**src/sv/assert_macros.svh**
```systemverilog
// Assertion macros shared by the RTL of the JSON string unescaper.
// Simulation builds get concurrent assertions; synthesis builds get empty bodies.
`ifndef ASSERT_MACROS_SVH
`define ASSERT_MACROS_SVH
`ifndef SYNTHESIS
// Same-cycle implication, disabled while reset is asserted.
`define ASSERT_IMPL(lbl, clk, rst_n, ante, cons) \
	lbl: assert property (@(posedge clk) disable iff (!rst_n) (ante) |-> (cons)) \
		else $error("assertion failed");
// Next-cycle implication, disabled while reset is asserted.
`define ASSERT_NEXT(lbl, clk, rst_n, ante, cons) \
	lbl: assert property (@(posedge clk) disable iff (!rst_n) (ante) |=> (cons)) \
		else $error("assertion failed");
`else
`define ASSERT_IMPL(lbl, clk, rst_n, ante, cons)
`define ASSERT_NEXT(lbl, clk, rst_n, ante, cons)
`endif
`endif

```
**src/sv/jsu_pkg.sv**
```systemverilog
// Package for the JSON string unescaper: types, character codes and helpers.
// Used by jsu_front, jsu_queue, jsu_back and the top level; depends on nothing.
`timescale 1ns / 1ps

package jsu_pkg;

	// Sizes.
	localparam int MAX_CAPACITY_DEF = 4096;
	localparam int CAPACITY_RESET   = 4096;
	localparam int CAP_W            = 13;
	localparam int LEN_W            = 12;
	localparam int NBYTES           = 6;
	localparam int IDX_W            = 3;
	localparam int QDEPTH           = 4;
	localparam int QPTR_W           = 2;

	// Character codes.
	localparam logic [7:0] CH_QUOTE  = 8'h22;
	localparam logic [7:0] CH_SLASH  = 8'h2F;
	localparam logic [7:0] CH_BSLASH = 8'h5C;
	localparam logic [7:0] CH_B      = 8'h62;
	localparam logic [7:0] CH_F      = 8'h66;
	localparam logic [7:0] CH_N      = 8'h6E;
	localparam logic [7:0] CH_R      = 8'h72;
	localparam logic [7:0] CH_T      = 8'h74;
	localparam logic [7:0] CH_U      = 8'h75;
	localparam logic [7:0] CH_BS     = 8'h08;
	localparam logic [7:0] CH_FF     = 8'h0C;
	localparam logic [7:0] CH_LF     = 8'h0A;
	localparam logic [7:0] CH_CR     = 8'h0D;
	localparam logic [7:0] CH_TAB    = 8'h09;
	localparam logic [7:0] CH_DIG0   = 8'h30;
	localparam logic [7:0] CH_DIG9   = 8'h39;
	localparam logic [7:0] CH_LOW_A  = 8'h61;
	localparam logic [7:0] CH_LOW_F  = 8'h66;
	localparam logic [7:0] CH_UP_A   = 8'h41;
	localparam logic [7:0] CH_UP_F   = 8'h46;

	// UTF-8 encoding constants.
	localparam logic [7:0]  UTF8_LEAD2     = 8'hC0;
	localparam logic [7:0]  UTF8_LEAD3     = 8'hE0;
	localparam logic [7:0]  UTF8_CONT      = 8'h80;
	localparam logic [7:0]  UTF8_MASK6     = 8'h3F;
	localparam logic [15:0] UTF8_TWO_MIN   = 16'h0080;
	localparam logic [15:0] UTF8_THREE_MIN = 16'h0800;

	// Escape decoder state.
	typedef enum logic [2:0] {
		MODE_NORMAL = 3'd0,
		MODE_ESC    = 3'd1,
		MODE_HEX0   = 3'd2,
		MODE_HEX1   = 3'd3,
		MODE_HEX2   = 3'd4,
		MODE_HEX3   = 3'd5
	} mode_t;

	typedef struct packed {
		logic [7:0] in_byte;
		logic       last;
	} in_item_t;

	typedef struct packed {
		logic [7:0]       out_byte;
		logic             is_end;
		logic [LEN_W-1:0] out_length;
	} out_item_t;

	// One queued command: bytes to emit in order, and whether they form one
	// code that must fit whole, and whether the string ends after them.
	typedef struct packed {
		logic [NBYTES-1:0][7:0] bytes;
		logic [IDX_W-1:0]       count;
		logic                   atomic;
		logic                   is_end;
	} q_entry_t;

	typedef struct packed {
		logic full;
		logic empty;
	} fifo_stat_t;

	// Returns {is_hex, value} for one byte.
	function automatic logic [4:0] hex_decode(input logic [7:0] b);
		logic [4:0] r;
		r = '0;
		if (b inside {[CH_DIG0:CH_DIG9]}) begin
			r = {1'b1, 4'(b - CH_DIG0)};
		end else if (b inside {[CH_LOW_A:CH_LOW_F]}) begin
			r = {1'b1, 4'(b - CH_LOW_A + 8'd10)};
		end else if (b inside {[CH_UP_A:CH_UP_F]}) begin
			r = {1'b1, 4'(b - CH_UP_A + 8'd10)};
		end
		return r;
	endfunction

endpackage

```
**src/sv/json_string_unescape_utf8_unit.sv**
```systemverilog
// Top level of the JSON string unescaper with UTF-8 output.
// Instantiates jsu_front, jsu_queue and jsu_back; depends on jsu_pkg and assert_macros.svh.
//
// Usage:
// - Input channel (byte_valid, byte_stall, byte_item) takes one raw byte of a JSON
//   string body per transaction; byte_item.last marks the final byte of a string.
// - Result channel (res_valid, res_stall, res_item) gives the decoded bytes, then one
//   closing transaction with is_end set and out_length holding the decoded length.
// - cfg_we/cfg_wdata write the capacity; at most capacity-1 bytes leave per string.
// - Path: a taken byte's command, if any, goes to a queue slot, and its first result is then
//   loaded into the result register when the queue ahead of it is empty and that register is free.
// - Throughput: one input byte per cycle while each byte yields one result and the
//   queue has room. A byte that yields several results keeps the playback unit busy
//   while they leave, as do a dropped UTF-8 code and a closing transaction; the
//   four-entry command queue absorbs such bursts and the input stalls only when it fills.
// - When res_stall is high and a result waits, the result register holds that
//   transaction, playback pauses, and input is still taken until the queue is full.
// - Reset clears the escape state, the queue, the counters and the result valid flag,
//   and sets the capacity to 4096, or to MAX_CAPACITY if that is smaller.
`timescale 1ns / 1ps
`include "assert_macros.svh"

module json_string_unescape_utf8_unit #(
	parameter int MAX_CAPACITY = jsu_pkg::MAX_CAPACITY_DEF
) (
	input  logic                         clk,
	input  logic                         arst_n,
	input  logic                         byte_valid,
	output logic                         byte_stall,
	input  jsu_pkg::in_item_t            byte_item,
	output logic                         res_valid,
	input  logic                         res_stall,
	output jsu_pkg::out_item_t           res_item,
	input  logic                         cfg_we,
	input  logic [jsu_pkg::CAP_W-1:0]    cfg_wdata
);
	import jsu_pkg::*;

	localparam int CNT_W     = $clog2(MAX_CAPACITY);
	localparam int LIM_RESET = (CAPACITY_RESET > MAX_CAPACITY) ?
		(MAX_CAPACITY - 1) : (CAPACITY_RESET - 1);

	logic             push, pop;
	q_entry_t         entry, head;
	fifo_stat_t       q_stat;
	logic [CNT_W-1:0] lim_q, lim_wr;

	// Capacity is kept as the clamped byte limit.
	always_comb begin
		if (32'(cfg_wdata) > MAX_CAPACITY) begin
			lim_wr = CNT_W'(MAX_CAPACITY - 1);
		end else if (cfg_wdata == '0) begin
			lim_wr = '0;
		end else begin
			lim_wr = CNT_W'(cfg_wdata - 1'b1);
		end
	end

	always_ff @(posedge clk or negedge arst_n) begin
		if (!arst_n) begin
			lim_q <= CNT_W'(LIM_RESET);
		end else if (cfg_we) begin
			lim_q <= lim_wr;
		end
	end

	// Escape decoding.
	jsu_front u_front (
		.clk        (clk),
		.arst_n     (arst_n),
		.byte_valid (byte_valid),
		.byte_stall (byte_stall),
		.byte_item  (byte_item),
		.q_stat     (q_stat),
		.push       (push),
		.entry      (entry)
	);

	// Command queue.
	jsu_queue u_queue (
		.clk      (clk),
		.arst_n   (arst_n),
		.push     (push),
		.entry_in (entry),
		.pop      (pop),
		.head     (head),
		.stat     (q_stat)
	);

	// Byte playback and length tracking.
	jsu_back #(
		.MAX_CAPACITY (MAX_CAPACITY)
	) u_back (
		.clk       (clk),
		.arst_n    (arst_n),
		.head      (head),
		.q_stat    (q_stat),
		.limit     (lim_q),
		.pop       (pop),
		.res_valid (res_valid),
		.res_stall (res_stall),
		.res_item  (res_item)
	);

	// Queue and result checks.
	`ASSERT_IMPL(a_no_push_when_full, clk, arst_n, push, !q_stat.full)
	`ASSERT_IMPL(a_no_pop_when_empty, clk, arst_n, pop, !q_stat.empty)
	`ASSERT_NEXT(a_head_kept, clk, arst_n, !q_stat.empty && !pop, !q_stat.empty)
	`ASSERT_IMPL(a_len_only_on_end, clk, arst_n, res_valid && !res_item.is_end,
		res_item.out_length == '0)

endmodule

```
**src/sv/jsu_front.sv**
```systemverilog
// Front end of the JSON string unescaper: accepts raw bytes, tracks escape state
// and turns each byte into a queue command. Depends on jsu_pkg.
`timescale 1ns / 1ps

module jsu_front (
	input  logic                 clk,
	input  logic                 arst_n,
	input  logic                 byte_valid,
	output logic                 byte_stall,
	input  jsu_pkg::in_item_t    byte_item,
	input  jsu_pkg::fifo_stat_t  q_stat,
	output logic                 push,
	output jsu_pkg::q_entry_t    entry
);
	import jsu_pkg::*;

	mode_t            mode_q, mode_n;
	logic [11:0]      accum_q, accum_n;
	logic [2:0][7:0]  raw_q, raw_n, rawx;
	logic             accept;
	logic [7:0]       b;
	logic             last;
	logic [4:0]       hex;
	logic             is_hex;
	logic [3:0]       dval;
	logic [1:0]       k;
	logic [15:0]      cp;
	logic             do_flush, do_plain;
	logic [2:0][7:0]  fl_raw;
	logic [IDX_W-1:0] fl_n, pos;

	assign b      = byte_item.in_byte;
	assign last   = byte_item.last;
	assign hex    = hex_decode(b);
	assign is_hex = hex[4];
	assign dval   = hex[3:0];
	assign cp     = {accum_q, dval};

	// A transaction is taken whenever the queue has room.
	assign byte_stall = q_stat.full;
	assign accept     = byte_valid && !q_stat.full;
	assign push       = accept && (entry.count != '0 || entry.is_end);

	// Number of hex digits already taken.
	always_comb begin
		case (mode_q)
			MODE_HEX1: k = 2'd1;
			MODE_HEX2: k = 2'd2;
			MODE_HEX3: k = 2'd3;
			default:   k = 2'd0;
		endcase
	end

	// Raw digit bytes with the current byte appended.
	always_comb begin
		rawx = raw_q;
		if (k != 2'd3) begin
			rawx[k] = b;
		end
	end

	// Next state.
	always_comb begin
		mode_n  = mode_q;
		accum_n = accum_q;
		raw_n   = raw_q;
		if (accept) begin
			if (last) begin
				mode_n  = MODE_NORMAL;
				accum_n = '0;
				raw_n   = '0;
			end else begin
				case (mode_q)
					MODE_ESC: begin
						if (b == CH_U) begin
							mode_n  = MODE_HEX0;
							accum_n = '0;
							raw_n   = '0;
						end else begin
							mode_n = MODE_NORMAL;
						end
					end
					MODE_HEX0, MODE_HEX1, MODE_HEX2, MODE_HEX3: begin
						if (is_hex) begin
							accum_n = {accum_q[7:0], dval};
							raw_n   = rawx;
							case (mode_q)
								MODE_HEX0: mode_n = MODE_HEX1;
								MODE_HEX1: mode_n = MODE_HEX2;
								MODE_HEX2: mode_n = MODE_HEX3;
								default:   mode_n = MODE_NORMAL;
							endcase
						end else if (b == CH_BSLASH) begin
							mode_n = MODE_ESC;
						end else begin
							mode_n = MODE_NORMAL;
						end
					end
					default: begin
						mode_n = (b == CH_BSLASH) ? MODE_ESC : MODE_NORMAL;
					end
				endcase
			end
		end
	end

	// Command for the current byte.
	always_comb begin
		entry        = '0;
		entry.is_end = last;
		do_flush     = 1'b0;
		do_plain     = 1'b0;
		fl_raw       = raw_q;
		fl_n         = '0;
		pos          = '0;
		case (mode_q)
			MODE_ESC: begin
				entry.count = 3'd1;
				case (b)
					CH_QUOTE, CH_BSLASH, CH_SLASH: entry.bytes[0] = b;
					CH_B: entry.bytes[0] = CH_BS;
					CH_F: entry.bytes[0] = CH_FF;
					CH_N: entry.bytes[0] = CH_LF;
					CH_R: entry.bytes[0] = CH_CR;
					CH_T: entry.bytes[0] = CH_TAB;
					CH_U: begin
						// A bare \u at the end of the string is copied.
						if (last) begin
							do_flush = 1'b1;
						end else begin
							entry.count = '0;
						end
					end
					default: begin
						entry.bytes[0] = CH_BSLASH;
						entry.bytes[1] = b;
						entry.count    = 3'd2;
					end
				endcase
			end
			MODE_HEX0, MODE_HEX1, MODE_HEX2, MODE_HEX3: begin
				if (is_hex) begin
					if (mode_q == MODE_HEX3) begin
						// Fourth digit: one code point as 1 to 3 UTF-8 bytes.
						entry.atomic = 1'b1;
						if (cp < UTF8_TWO_MIN) begin
							entry.count    = 3'd1;
							entry.bytes[0] = cp[7:0];
						end else if (cp < UTF8_THREE_MIN) begin
							entry.count    = 3'd2;
							entry.bytes[0] = UTF8_LEAD2 | {3'b000, cp[10:6]};
							entry.bytes[1] = UTF8_CONT | ({2'b00, cp[5:0]} & UTF8_MASK6);
						end else begin
							entry.count    = 3'd3;
							entry.bytes[0] = UTF8_LEAD3 | {4'b0000, cp[15:12]};
							entry.bytes[1] = UTF8_CONT | ({2'b00, cp[11:6]} & UTF8_MASK6);
							entry.bytes[2] = UTF8_CONT | ({2'b00, cp[5:0]} & UTF8_MASK6);
						end
					end else if (last) begin
						// String ends inside a short escape.
						do_flush = 1'b1;
						fl_raw   = rawx;
						fl_n     = 3'({1'b0, k} + 3'd1);
					end
				end else begin
					// Bad escape: replay it, then take the byte as plain text.
					do_flush = 1'b1;
					fl_n     = 3'(k);
					do_plain = 1'b1;
				end
			end
			default: do_plain = 1'b1;
		endcase

		if (do_flush) begin
			entry.bytes[0] = CH_BSLASH;
			entry.bytes[1] = CH_U;
			for (int j = 0; j < 3; j++) begin
				if (3'(j) < fl_n) begin
					entry.bytes[2 + j] = fl_raw[j];
				end
			end
			pos = 3'd2 + fl_n;
		end
		if (do_plain && !(b == CH_BSLASH && !last)) begin
			entry.bytes[pos] = b;
			pos = pos + 3'd1;
		end
		if (do_flush || do_plain) begin
			entry.count = pos;
		end
	end

	// State registers.
	always_ff @(posedge clk or negedge arst_n) begin
		if (!arst_n) begin
			mode_q  <= MODE_NORMAL;
			accum_q <= '0;
			raw_q   <= '0;
		end else begin
			mode_q  <= mode_n;
			accum_q <= accum_n;
			raw_q   <= raw_n;
		end
	end

endmodule

```
**src/sv/jsu_queue.sv**
```systemverilog
// Command queue between the front and back ends of the JSON string unescaper.
// A small register FIFO of q_entry_t commands. Depends on jsu_pkg.
`timescale 1ns / 1ps

module jsu_queue (
	input  logic                 clk,
	input  logic                 arst_n,
	input  logic                 push,
	input  jsu_pkg::q_entry_t    entry_in,
	input  logic                 pop,
	output jsu_pkg::q_entry_t    head,
	output jsu_pkg::fifo_stat_t  stat
);
	import jsu_pkg::*;

	q_entry_t          slot_q [QDEPTH];
	logic [QPTR_W-1:0] wr_ptr_q, rd_ptr_q;
	logic [QPTR_W:0]   fill_q;

	assign head       = slot_q[rd_ptr_q];
	assign stat.full  = (fill_q == (QPTR_W + 1)'(QDEPTH));
	assign stat.empty = (fill_q == '0);

	// Entry storage.
	always_ff @(posedge clk) begin
		if (push) begin
			slot_q[wr_ptr_q] <= entry_in;
		end
	end

	// Pointers and fill level.
	always_ff @(posedge clk or negedge arst_n) begin
		if (!arst_n) begin
			wr_ptr_q <= '0;
			rd_ptr_q <= '0;
			fill_q   <= '0;
		end else begin
			if (push) begin
				wr_ptr_q <= wr_ptr_q + 1'b1;
			end
			if (pop) begin
				rd_ptr_q <= rd_ptr_q + 1'b1;
			end
			if (push && !pop) begin
				fill_q <= fill_q + 1'b1;
			end else if (pop && !push) begin
				fill_q <= fill_q - 1'b1;
			end
		end
	end

endmodule

```
**src/sv/jsu_back.sv**
```systemverilog
// JSON string unescaper back end: plays queued commands out one byte per cycle
// unless stalled, applies the output limit, closes strings. Depends on jsu_pkg.
`timescale 1ns / 1ps

module jsu_back #(
	parameter int MAX_CAPACITY = jsu_pkg::MAX_CAPACITY_DEF
) (
	input  logic                              clk,
	input  logic                              arst_n,
	input  jsu_pkg::q_entry_t                 head,
	input  jsu_pkg::fifo_stat_t               q_stat,
	input  logic [$clog2(MAX_CAPACITY)-1:0]   limit,
	output logic                              pop,
	output logic                              res_valid,
	input  logic                              res_stall,
	output jsu_pkg::out_item_t                res_item
);
	import jsu_pkg::*;

	localparam int CNT_W = $clog2(MAX_CAPACITY);

	logic [IDX_W-1:0] idx_q, idx_n, idx_adv;
	logic [CNT_W-1:0] cnt_q, cnt_n;
	logic             stopped_q, stopped_n;
	logic             res_valid_q;
	out_item_t        res_item_q, item_n;
	logic             out_free, step, in_bytes, code_start, fits, can1, emit_ok, load;
	logic [CNT_W:0]   cnt_inc;

	assign res_valid = res_valid_q;
	assign res_item  = res_item_q;

	// Room checks against the output limit.
	assign out_free   = !res_valid_q || !res_stall;
	assign step       = !q_stat.empty && out_free;
	assign in_bytes   = idx_q < head.count;
	assign code_start = head.atomic && (idx_q == '0);
	assign cnt_inc    = {1'b0, cnt_q} + 1'b1;
	assign fits       = !stopped_q &&
		(({1'b0, cnt_q} + (CNT_W + 1)'(head.count)) <= {1'b0, limit});
	assign can1       = !stopped_q && (cnt_q < limit);
	assign emit_ok    = code_start ? fits : can1;
	assign idx_adv    = (code_start && !fits) ? head.count : idx_q + 1'b1;

	// One step of the current command.
	always_comb begin
		idx_n     = idx_q;
		cnt_n     = cnt_q;
		stopped_n = stopped_q;
		pop       = 1'b0;
		load      = 1'b0;
		item_n    = '0;
		if (step) begin
			if (in_bytes) begin
				if (emit_ok) begin
					load            = 1'b1;
					item_n.out_byte = head.bytes[idx_q];
					cnt_n           = cnt_inc[CNT_W-1:0];
					stopped_n       = stopped_q || (cnt_inc >= {1'b0, limit});
				end else begin
					stopped_n = stopped_q || (cnt_q >= limit);
				end
				if (idx_adv == head.count && !head.is_end) begin
					pop   = 1'b1;
					idx_n = '0;
				end else begin
					idx_n = idx_adv;
				end
			end else begin
				// Closing transaction carries the length and clears the counters.
				load              = 1'b1;
				item_n.is_end     = 1'b1;
				item_n.out_length = LEN_W'(cnt_q);
				cnt_n             = '0;
				stopped_n         = 1'b0;
				pop               = 1'b1;
				idx_n             = '0;
			end
		end
	end

	// Control state.
	always_ff @(posedge clk or negedge arst_n) begin
		if (!arst_n) begin
			idx_q       <= '0;
			cnt_q       <= '0;
			stopped_q   <= 1'b0;
			res_valid_q <= 1'b0;
		end else begin
			idx_q     <= idx_n;
			cnt_q     <= cnt_n;
			stopped_q <= stopped_n;
			if (load) begin
				res_valid_q <= 1'b1;
			end else if (!res_stall) begin
				res_valid_q <= 1'b0;
			end
		end
	end

	// Output payload register.
	always_ff @(posedge clk) begin
		if (load) begin
			res_item_q <= item_n;
		end
	end

endmodule
```
**config.mk**
```make
export PLATFORM = sky130hd
export DESIGN_NAME = json_string_unescape_utf8_unit
export DESIGN_NICKNAME = d
export VERILOG_FILES = /design/src/sv/jsu_pkg.sv /design/src/sv/json_string_unescape_utf8_unit.sv /design/src/sv/jsu_front.sv /design/src/sv/jsu_queue.sv /design/src/sv/jsu_back.sv
export VERILOG_INCLUDE_DIRS = /design/src /design/src/sv
export SDC_FILE = /design/constraint.sdc
export NUM_CORES = 1
export LEC_CHECK = 0
export ABC_AREA = 1
export BUFFER_PORTS_ARGS = -buffer_cell sky130_fd_sc_hd__buf_2
export CORE_ASPECT_RATIO = 0.8
export CORE_UTILIZATION = 57
export CTS_CLUSTER_SIZE = 28
export DETAILED_ROUTE_END_ITERATION = 7
export PLACE_DENSITY = 0.82
export REMOVE_ABC_BUFFERS = 1
export SETUP_SLACK_MARGIN = 0.02
export SLEW_MARGIN = 20
export SYNTH_ARGS = -nofsm -noshare
export SYNTH_HDL_FRONTEND = slang
export SYNTH_SLANG_ARGS = --single-unit
```
**constraint.sdc**
```tcl
create_clock -name clk -period 4.8 [get_ports clk]
set_input_delay 0.48 -clock clk [delete_from_list [all_inputs] [get_ports clk]]
set_output_delay 0.48 -clock clk [all_outputs]
set_load 0.01 [all_outputs]
```
==> flow_summary.json <==
{
  "status": "finished clean",
  "detail-route-antenna-nets": 0,
  "p_leak_nw": 7.38,
  "tns_ps": 0,
  "cpPeakStageDelay_ps": 430,
  "die_h_um": 152,
  "htree_levels": 1,
  "netlist.top_cell.by_area": "edfxtp_1",
  "cp.required_ps": 5240,
  "p_per_area_nw_per_um2": 535,
  "rr_worst_depth": 36,
  "grt_pass1_vias": 12027,
  "slew_headroom_pct": 33.9,
  "synth_top_area_share_pct": 43.4,
  "synthCells": 1686,
  "drt_wl_total_um": 44000,
  "gp_congestion": 0.930,
  "async_flop_share_pct": 24.4,
  "rows": 54,
  "vias": 13052,
  "synth-seq-area-share_pct": 55.1,
  "setup_viol": 0,
  "peakVddDrop_v": 0.000361,
  "tightest_slew_ps": 992,
  "fmax_mhz": 212,
  "drt_first_pass_iters": 7,
  "worstSetupEndpointType": "flop",
  "cp-start-kind": "flop",
  "placed_cells": 2074,
  "rsz0062_at_grt": "true",
  "netlist_area_um2": 16100,
  "portBuffers": 49,
  "fp.coreArea_um2": 27600,
  "grt_overflow": 0,
  "io_pins": 50,
  "critPathKind": "flop to flop",
  "cts.sinks": 308,
  "ys_ff_latch": 308,
  "cts_buffer_depth": 3,
  "min_period_ps": 4720,
  "synth.distinct_cells": 63,
  "grt_max_degree": 99,
  "min_path_type": "primary input to flop",
  "drt-initial-drc-count": 1719,
  "synthTopCellsByArea": "edfxtp_1, dfrtp_1, nand2_1",
  "final-hold-violation-count": 0,
  "initial_utilization_pct": 58.5,
  "drc_errors": 0,
  "skew_ps": 22.2,
  "grt_usage_pct": 30.1,
  "max_cap_violations": 0,
  "ys_warn_count": 0,
  "holdPathStages": 2,
  "crit_slowest_cell": "dfrtp_2",
  "fin_crit_sh_pct": 98.4,
  "path_max_fanout": 7,
  "die_w_um": 190,
  "layout_commonest_cell": "edfxtp_1",
  "die-area_um2": 29000,
  "drive_above_1_share_pct": 15.3,
  "synth_flop_cell": "edfxtp_1",
  "clk_pin_slew_ps": 60,
  "slew_viol_final": 0,
  "dp_hpwl_um": 29400,
  "wire_per_inst_um": 20.5,
  "layout_common_cells": "edfxtp_1, nand2_1, nor2_1",
  "routed_via_density": 6.09,
  "antenna_found_initial": 1,
  "areaGrowthSynthToFinish_pct": 13.2,
  "synth_edf_count": 233,
  "grt_pass1_wl_um": 67300,
  "n_antenna_cell": 0,
  "nNetsFinal": 1847,
  "clk_latency_ps": 570,
  "cts_tree": "built",
  "arrival_ps": 5170,
  "cts_root_buffer": "clkbuf_16",
  "syn_avg_cell_area_um2": 9.57,
  "stdcell_count": 2143,
  "cts-buffers-inserted": 31
}
[synth_stat cells (4+ instances only)]
cell / count
nor2_1: 234
dfstp_2: 12
a31oi_1: 25
a22oi_1: 10
dfrtp_1: 63
xor2_1: 20
o21ai_0: 173
o221ai_1: 5
nand2_2: 14
nand4_1: 16
edfxtp_1: 233
nor2_4: 6
inv_1: 144
xnor2_1: 6
o21ai_1: 11
clkbuf_1: 51
inv_2: 17
nand2_4: 5
buf_2: 14
a21oi_1: 63
o211ai_1: 16
o31ai_1: 23
ha_1: 63
nand2_1: 237
o22ai_1: 68
nand3_1: 73
nor2_2: 6
nor3_1: 17
o2111ai_1: 4
[critical path: cells and delay by family, from the launching register on]
| kind | cells | cell delay (ps) |
|---|---|---|
| AND/OR/NAND/NOR | 20 | 1580 |
| adder cells (fa/ha/maj) | 5 | 1360 |
| buffers and inverters | 8 | 720 |
| flip-flops | 1 | 430 |
| multiplexers | 1 | 270 |
| XOR/XNOR | 1 | 140 |
| AO/OA/AOI/OAI | 1 | 70 |
[routing by layer]
layer / track usage (%) / vias to the layer above / wire length [um]
li1: - / 6057 / -
met1: 44.8 / 6147 / 18300
met2: 44.1 / 761 / 19100
met3: 7.14 / 87 / 5440
met4: 8.53 / 0 / 1220
met5: 0 / - / 0
[state kept, by name (all words and copies together) (netlist names)]
name,cells
lim_q,12
u_back.cnt_q,12
u_back.idx_q,3
u_back.res_item,21
u_back.res_valid,1
u_back.stopped_q,1
u_front.accum_q,12
u_front.mode_q,3
u_front.raw_q,24
u_queue.fill_q,3
u_queue.rd_ptr_q,2
u_queue.slot_q,212
u_queue.wr_ptr_q,2
[logic make-up after synthesis]
logic type	count (synthesis)	share of synthesized area, %
and+or+nand+nor	626	17.1
AOI/OAI and AO/OA	422	15.4
DFF	308	55.1
buffers and inverters	238	5.88
adders and majority gates	65	5.13
xor gates and xnor gates	26	1.41
muxes	1	0.0698
[per-stage QoR]
stage	setup slack (ps)	area (um^2)	total power [mW]	hold WS, ps	utilization, %
after floorplan	-1910	15800	5.69	184	-
after global placement	-20.2	17000	6.92	436	61.6
after CTS	32.6	18000	9.45	111	65.4
after global routing	-162	18300	10.2	132	66.3
after detailed placement	-123	17000	7.03	439	61.6
final	75.7	18300	9.77	135	66.3
[final timing paths]
check                                         start                  end  slack (ps)
worst min-delay path                         cfg_we             lim_q[3]         140
worst max register to register  u_queue.rd_ptr_q[0]    u_queue.fill_q[1]          80
worst max-delay path            u_queue.rd_ptr_q[0]    u_queue.fill_q[1]          80
max in group asynchronous                    arst_n  u_queue.rd_ptr_q[0]        3330
min in group asynchronous                    arst_n      u_back.cnt_q[9]         390
worst min register to register    u_front.raw_q[20]    u_front.raw_q[20]         500
[power by group]
part	internal, mW	switching [mW]	total (mW)
Combinational	1.28	2.44	3.72
Sequential	3.47	0.173	3.64
Clock	1.40	1.01	2.41
[final cells by class]
type	count	area (um^2)
Fill cell	2101	9300
Sequential cell	308	8890
Timing Repair Buffer	106	761
Clock inverter	14	155
Timing Repair inverter	1	5.00
Clock buffer	43	851
Multi-Input combinational cell	1140	6510
Inverter	167	642
Tap cell	364	455
[what timing repair did]
item,in CTS,in global routing
setup buffers,0,10
pin swaps,0,22
resized for setup,7,45
hold buffers,1,0
setup endpoints to repair,2,2
hold endpoints to repair,14,0
cloned,0,1
No activity file was read; power rests on OpenSTA's default activity.
